<file path="src/rtl/sin_pkg.sv">
`timescale 1ns / 1ps
package sin_pkg;

    // index width and the sequence length width
    localparam int IW = 64;
    localparam int LW = IW - 1;

    localparam logic signed [IW-1:0] IMAX = {1'b0, {LW{1'b1}}};
    localparam logic signed [IW-1:0] IMIN = {1'b1, {LW{1'b0}}};

    // classified request passed from front to back
    typedef struct packed {
        logic signed [IW-1:0] start;
        logic signed [IW-1:0] stop;
        logic signed [IW-1:0] step;
        logic                 neg;
        logic                 zero;
    } t_item;

    // finished result
    typedef struct packed {
        logic signed [IW-1:0] start;
        logic signed [IW-1:0] stop;
        logic signed [IW-1:0] step;
        logic [LW-1:0]        count;
        logic                 status;
    } t_res;

    // one stage of the count divider
    typedef struct packed {
        t_item         item;
        logic          nonempty;
        logic [LW-1:0] rem;
        logic [LW-1:0] dq;
        logic [LW-1:0] dv;
    } t_stage;

endpackage

</file>
<file path="src/rtl/sin_queue.sv">
`timescale 1ns / 1ps
module sin_queue import sin_pkg::*; (
    input  logic  i_clk,
    input  logic  i_rst_n,
    input  logic  i_push,
    input  t_item i_data,
    output logic  o_full,
    input  logic  i_pop,
    output logic  o_empty,
    output t_item o_data
);

    localparam int DEPTH = 4;
    localparam int AW    = $clog2(DEPTH);

    t_item           r_mem [DEPTH];
    logic [AW-1:0]   r_wr;
    logic [AW-1:0]   r_rd;
    logic [AW:0]     r_cnt;
    logic            do_push;
    logic            do_pop;

    assign o_full  = (r_cnt == (AW+1)'(DEPTH));
    assign o_empty = (r_cnt == '0);
    assign o_data  = r_mem[r_rd];
    assign do_push = i_push && !o_full;
    assign do_pop  = i_pop && !o_empty;

    // advance pointers and fill count
    always_ff @(posedge i_clk) begin
        if (!i_rst_n) begin
            r_wr  <= '0;
            r_rd  <= '0;
            r_cnt <= '0;
        end else begin
            if (do_push) r_wr <= r_wr + AW'(1);
            if (do_pop)  r_rd <= r_rd + AW'(1);
            r_cnt <= r_cnt + (AW+1)'(do_push) - (AW+1)'(do_pop);
        end
    end

    // store request
    always_ff @(posedge i_clk) begin
        if (do_push) r_mem[r_wr] <= i_data;
    end

endmodule

</file>
<file path="config.mk">
export PLATFORM = sky130hd
export DESIGN_NAME = sin_queue
export DESIGN_NICKNAME = d
export VERILOG_FILES = /design/src/rtl/sin_pkg.sv /design/src/rtl/sin_queue.sv
export SDC_FILE = /design/constraint.sdc
export NUM_CORES = 1
export LEC_CHECK = 0
export ABC_CLOCK_PERIOD_IN_PS = 10050
export BUFFER_PORTS_ARGS = -buffer_cell sky130_fd_sc_hd__buf_2
export CAP_MARGIN = 20
export CORE_AREA = 3 3 256 258
export DETAILED_ROUTE_END_ITERATION = 6
export DIE_AREA = 0 0 259 261
export PLACE_DENSITY_LB_ADDON = 0.08
export SETUP_SLACK_MARGIN = 0.3
export SLEW_MARGIN = 40
export SYNTH_ARGS = -nofsm -noshare
export SYNTH_HDL_FRONTEND = slang
export SYNTH_SLANG_ARGS = --single-unit
</file>
<file path="constraint.sdc">
create_clock -name i_clk -period 10.05 [get_ports i_clk]
set_clock_uncertainty 0.2 [all_clocks]
set_input_delay 1.005 -clock i_clk [delete_from_list [all_inputs] [get_ports i_clk]]
set_output_delay 1.005 -clock i_clk [all_outputs]
set_load 0.02 [all_outputs]
</file>
==> Flow_metrics.wiki <==
{| class="wikitable"
! Metric !! Value
|-
| Largest net degree at the start of global routing || 64
|-
| Clock group share of total power || 30.6%
|-
| Number of endpoints failing setup at the final stage || 0
|-
| Fraction of the core area covered by cells at the end of the flow || 53.5%
|-
| Yosys reg bits || 785
|-
| Final instance count without filler cells || 2428
|-
| Count of antenna-violating nets left after detailed routing || 0
|-
| Largest area contributor in the netlist || sky130_fd_sc_hd__edfxtp_1
|-
| Worst R2R Start || r_cnt[2]
|-
| Final number of max-transition violations || 0
|-
| Clock root buffer || sky130_fd_sc_hd__clkbuf_16
|-
| Number of clock sinks seen by CTS || 785
|-
| Initial antenna violation count || 16
|-
| Setup crit start kind || register
|-
| Setup Total Neg Slack || 0 ps
|-
| Critical hold path startpoint || r_rd[1]
|-
| Synthesized-area fraction occupied by xor and xnor cells || 0.0615%
|-
| Peak Freq || 217 MHz
|-
| Result of the run || completed
|-
| Sw Pwr || 2440 µW
|-
| Post-layout min period || 4610 ps
|-
| Average vias per placed instance || 5.24
|-
| CTS clk-pin slew, worst paths || 60 ps
|-
| Placed wire-length estimate || 37400 µm
|-
| # resized after CTS || 0
|-
| Number of placed instances with taps included || 2282
|-
| Overall power consumption || 8720 µW
|-
| Port Buf Inserts || 393
|-
| Routability congestion estimate || 0.749
|-
| Portion of synthesized cell area occupied by the leading cell type || 81.8%
|-
| Synth Net Count || 1270
|-
| Cell Area, Synth || 0.0285 mm²
|-
| Tot GR Track Use || 17.6%
|-
| Switching Share || 28.0%
|-
| Category of the critical setup timing path || register to output pin
|-
| Cell internal power dissipation || 6280 µW
|-
| Relative contribution of sequential cells to total power || 46.6%
|-
| Quantity of hold-fixing buffers added after cts || 0
|-
| Number of global-route vias before repair || 13413
|-
| Detailed-routing iteration count for the pre-antenna-repair pass || 5
|-
| Setup bufs post-CTS || 0
|-
| Worst-path fanout max || 59
|-
| Power density cells || 258 mW/mm²
|-
| Total wirelength of the detailed-routed design || 59500 µm
|-
| Worst EP required || 8850 ps
|-
| Deepest clock path buffer count || 3
|-
| Total gr overflow || 0
|-
| Die extent in y || 261 µm
|-
| Pleak || 0.0112 µW
|-
| Average cell area after synthesis || 26.7 µm²
|-
| Maximum level of the CTS H-tree || 3
|-
| Worst slew margin relative to its limit || 46.3%
|-
| DIE AREA || 0.0676 mm²
|-
| Hold/Removal Path Class || register to register
|-
| Adder-Cell Fraction of Synth Area || 0.334%
|-
| Number of cells produced by synthesis || 1065
|-
| Worst Tran Pin Value || 805 ps
|-
| Share of the clock period used by the worst path after layout || 45.9%
|-
| RSZ-0062 raised after global routing || false
|-
| Proportion of layout cells with a drive suffix above 1 || 45.5%
|-
| Area overhead of the layout relative to synthesis || 18.8%
|-
| Unique masters post-synth || 20
|-
| Initial standard-cell utilization of the core || 45.1%
|-
| Inserted Clock Buffers || 79
|-
| Global-route wire length before repair || 88200 µm
|-
| Ys Warns || 0
|-
| Compound-gate portion of the synthesized area || 0.0791%
|-
| # nets final || 1723
|-
| Mean routed wirelength per cell || 24.5 µm
|-
| Peak VDD IR || 177 µV
|-
| Final routed DRC violation total || 0
|-
| Number of top-level design ports || 394
|-
| Total number of vias || 12731
|-
| Fraction of the mapped netlist area in simple logic gates || 0.382%
|-
| Number of DRC markers after the initial detailed-route iteration || 966
|-
| Power share of the combinational group || 22.8%
|-
| Final Hold Fails || 0
|-
| Clock insertion delay at the later pin of the skew report || 600 ps
|-
| Placement Rows || 92
|-
| Main area contributors after synthesis || sky130_fd_sc_hd__edfxtp_1 (82%), sky130_fd_sc_hd__mux4_2 (15%), sky130_fd_sc_hd__buf_6 (0.75%)
|-
| Dominant combinational cell family by area after synthesis || multiplexers
|-
| Arrival time worst endpoint || 3410 ps
|-
| Multiplexer area fraction after synthesis || 15.4%
|-
| Sequential cell area fraction in the yosys report || 82.5%
|-
| Die width || 259 µm
|-
| Critical path endpoint category || output pin
|-
| TritonCTS clock tree || done
|-
| Core footprint || 0.0632 mm²
|-
| Reported max-cap violation count || 0
|}
path summary, 6_finish.rpt:
kind	to	slack, ps	cells past startpoint
worst min register to register	register	290	2
worst min-delay path	register	290	2
worst max-delay path	o_data[153]	5440	4
worst max register to register	r_mem[3][116]	6290	6
metrics by stage:
stage	setup WS (ps)	area [µm²]	hold WS [ps]
after floorplan	3470	28500	261
after global placement	5550	31300	278
after detailed placement	5530	31400	294
after global routing	5230	33800	337
after CTS	5110	33800	303
final	5440	33800	294
power by group through the flow:
stage	clock (µW)	sequential, µW	combinational (µW)
floorplan	0	4150	1390
global placement	0	4130	2020
detailed placement	0	4140	2040
CTS	2750	4070	2050
global route	2890	4090	2130
finish	2660	4060	1990
area by class of cell:
cell class / instances / area (µm²)
Fill cell: 4871 / 29400
Sequential cell: 785 / 23500
Multi-Input combinational cell: 228 / 4640
Timing Repair Buffer: 418 / 2260
Clock buffer: 106 / 2140
Tap cell: 846 / 1060
Clock inverter: 32 / 199
Inverter: 6 / 22.5
Antenna cell: 7 / 17.5
kinds of logic (layout without fill, tap and decap cells):
group                    after synthesis  after routing
AO/OA/AOI/OAI                          4              4
XOR/XNOR                               2              2
adder cells (fa/ha/maj)                7              7
buffers and inverters                 52            562
flip-flops                           785            785
multiplexers                         196            196
other                                  0              7
AND/OR/NAND/NOR                       19             19
cells in the final DEF (no fill, tap or decap), types with 2 or more instances in the layout:
master / synthesis / routed
sky130_fd_sc_hd__and2_1: 7 / 3
sky130_fd_sc_hd__and2_4: 0 / 4
sky130_fd_sc_hd__buf_12: 0 / 6
sky130_fd_sc_hd__buf_2: 21 / 393
sky130_fd_sc_hd__buf_4: 0 / 10
sky130_fd_sc_hd__buf_6: 19 / 9
sky130_fd_sc_hd__clkbuf_1: 6 / 23
sky130_fd_sc_hd__clkbuf_16: 0 / 81
sky130_fd_sc_hd__clkbuf_8: 0 / 2
sky130_fd_sc_hd__clkinv_1: 0 / 16
sky130_fd_sc_hd__clkinv_2: 0 / 9
sky130_fd_sc_hd__clkinv_8: 0 / 2
sky130_fd_sc_hd__clkinvlp_4: 0 / 3
sky130_fd_sc_hd__dfxtp_1: 9 / 7
sky130_fd_sc_hd__dfxtp_4: 0 / 2
sky130_fd_sc_hd__diode_2: 0 / 7
sky130_fd_sc_hd__edfxtp_1: 776 / 776
sky130_fd_sc_hd__ha_1: 6 / 6
sky130_fd_sc_hd__inv_1: 6 / 6
sky130_fd_sc_hd__mux2i_1: 2 / 2
sky130_fd_sc_hd__mux4_2: 194 / 194
sky130_fd_sc_hd__nand2_1: 6 / 6
sky130_fd_sc_hd__nor2b_1: 2 / 2
sky130_fd_sc_hd__o21ai_0: 3 / 3
sky130_fd_sc_hd__xnor2_1: 2 / 2
critical path, cell delays in order (launching register included):
cell                      delay, ps
sky130_fd_sc_hd__dfxtp_4        780
sky130_fd_sc_hd__buf_4          730
sky130_fd_sc_hd__buf_6          600
sky130_fd_sc_hd__mux4_2         420
sky130_fd_sc_hd__buf_2          190
sequential cells by signal, summed over array words and instances (netlist names), named ones only:
signal	count
r_cnt	3
r_mem	776
r_rd	2
r_wr	2
layer usage:
metal  global-route usage, %  wire [µm]
met5                       0         99
met4                    5.18       1240
met3                    5.82       4730
met2                    28.1      29500
met1                    23.3      23900
synthesized netlist by cell type (all sizes together):
cell type / n
edfxtp: 776
mux4: 194
buf: 40
dfxtp: 9
and2: 7
clkbuf: 6
ha: 6
inv: 6
nand2: 6
o21ai: 3
mux2i: 2
nor2b: 2
xnor2: 2
a21boi: 1
fa: 1
nor3: 1
nor3b: 1
or3: 1
or4bb: 1
Power figures use the tool's default switching activity.
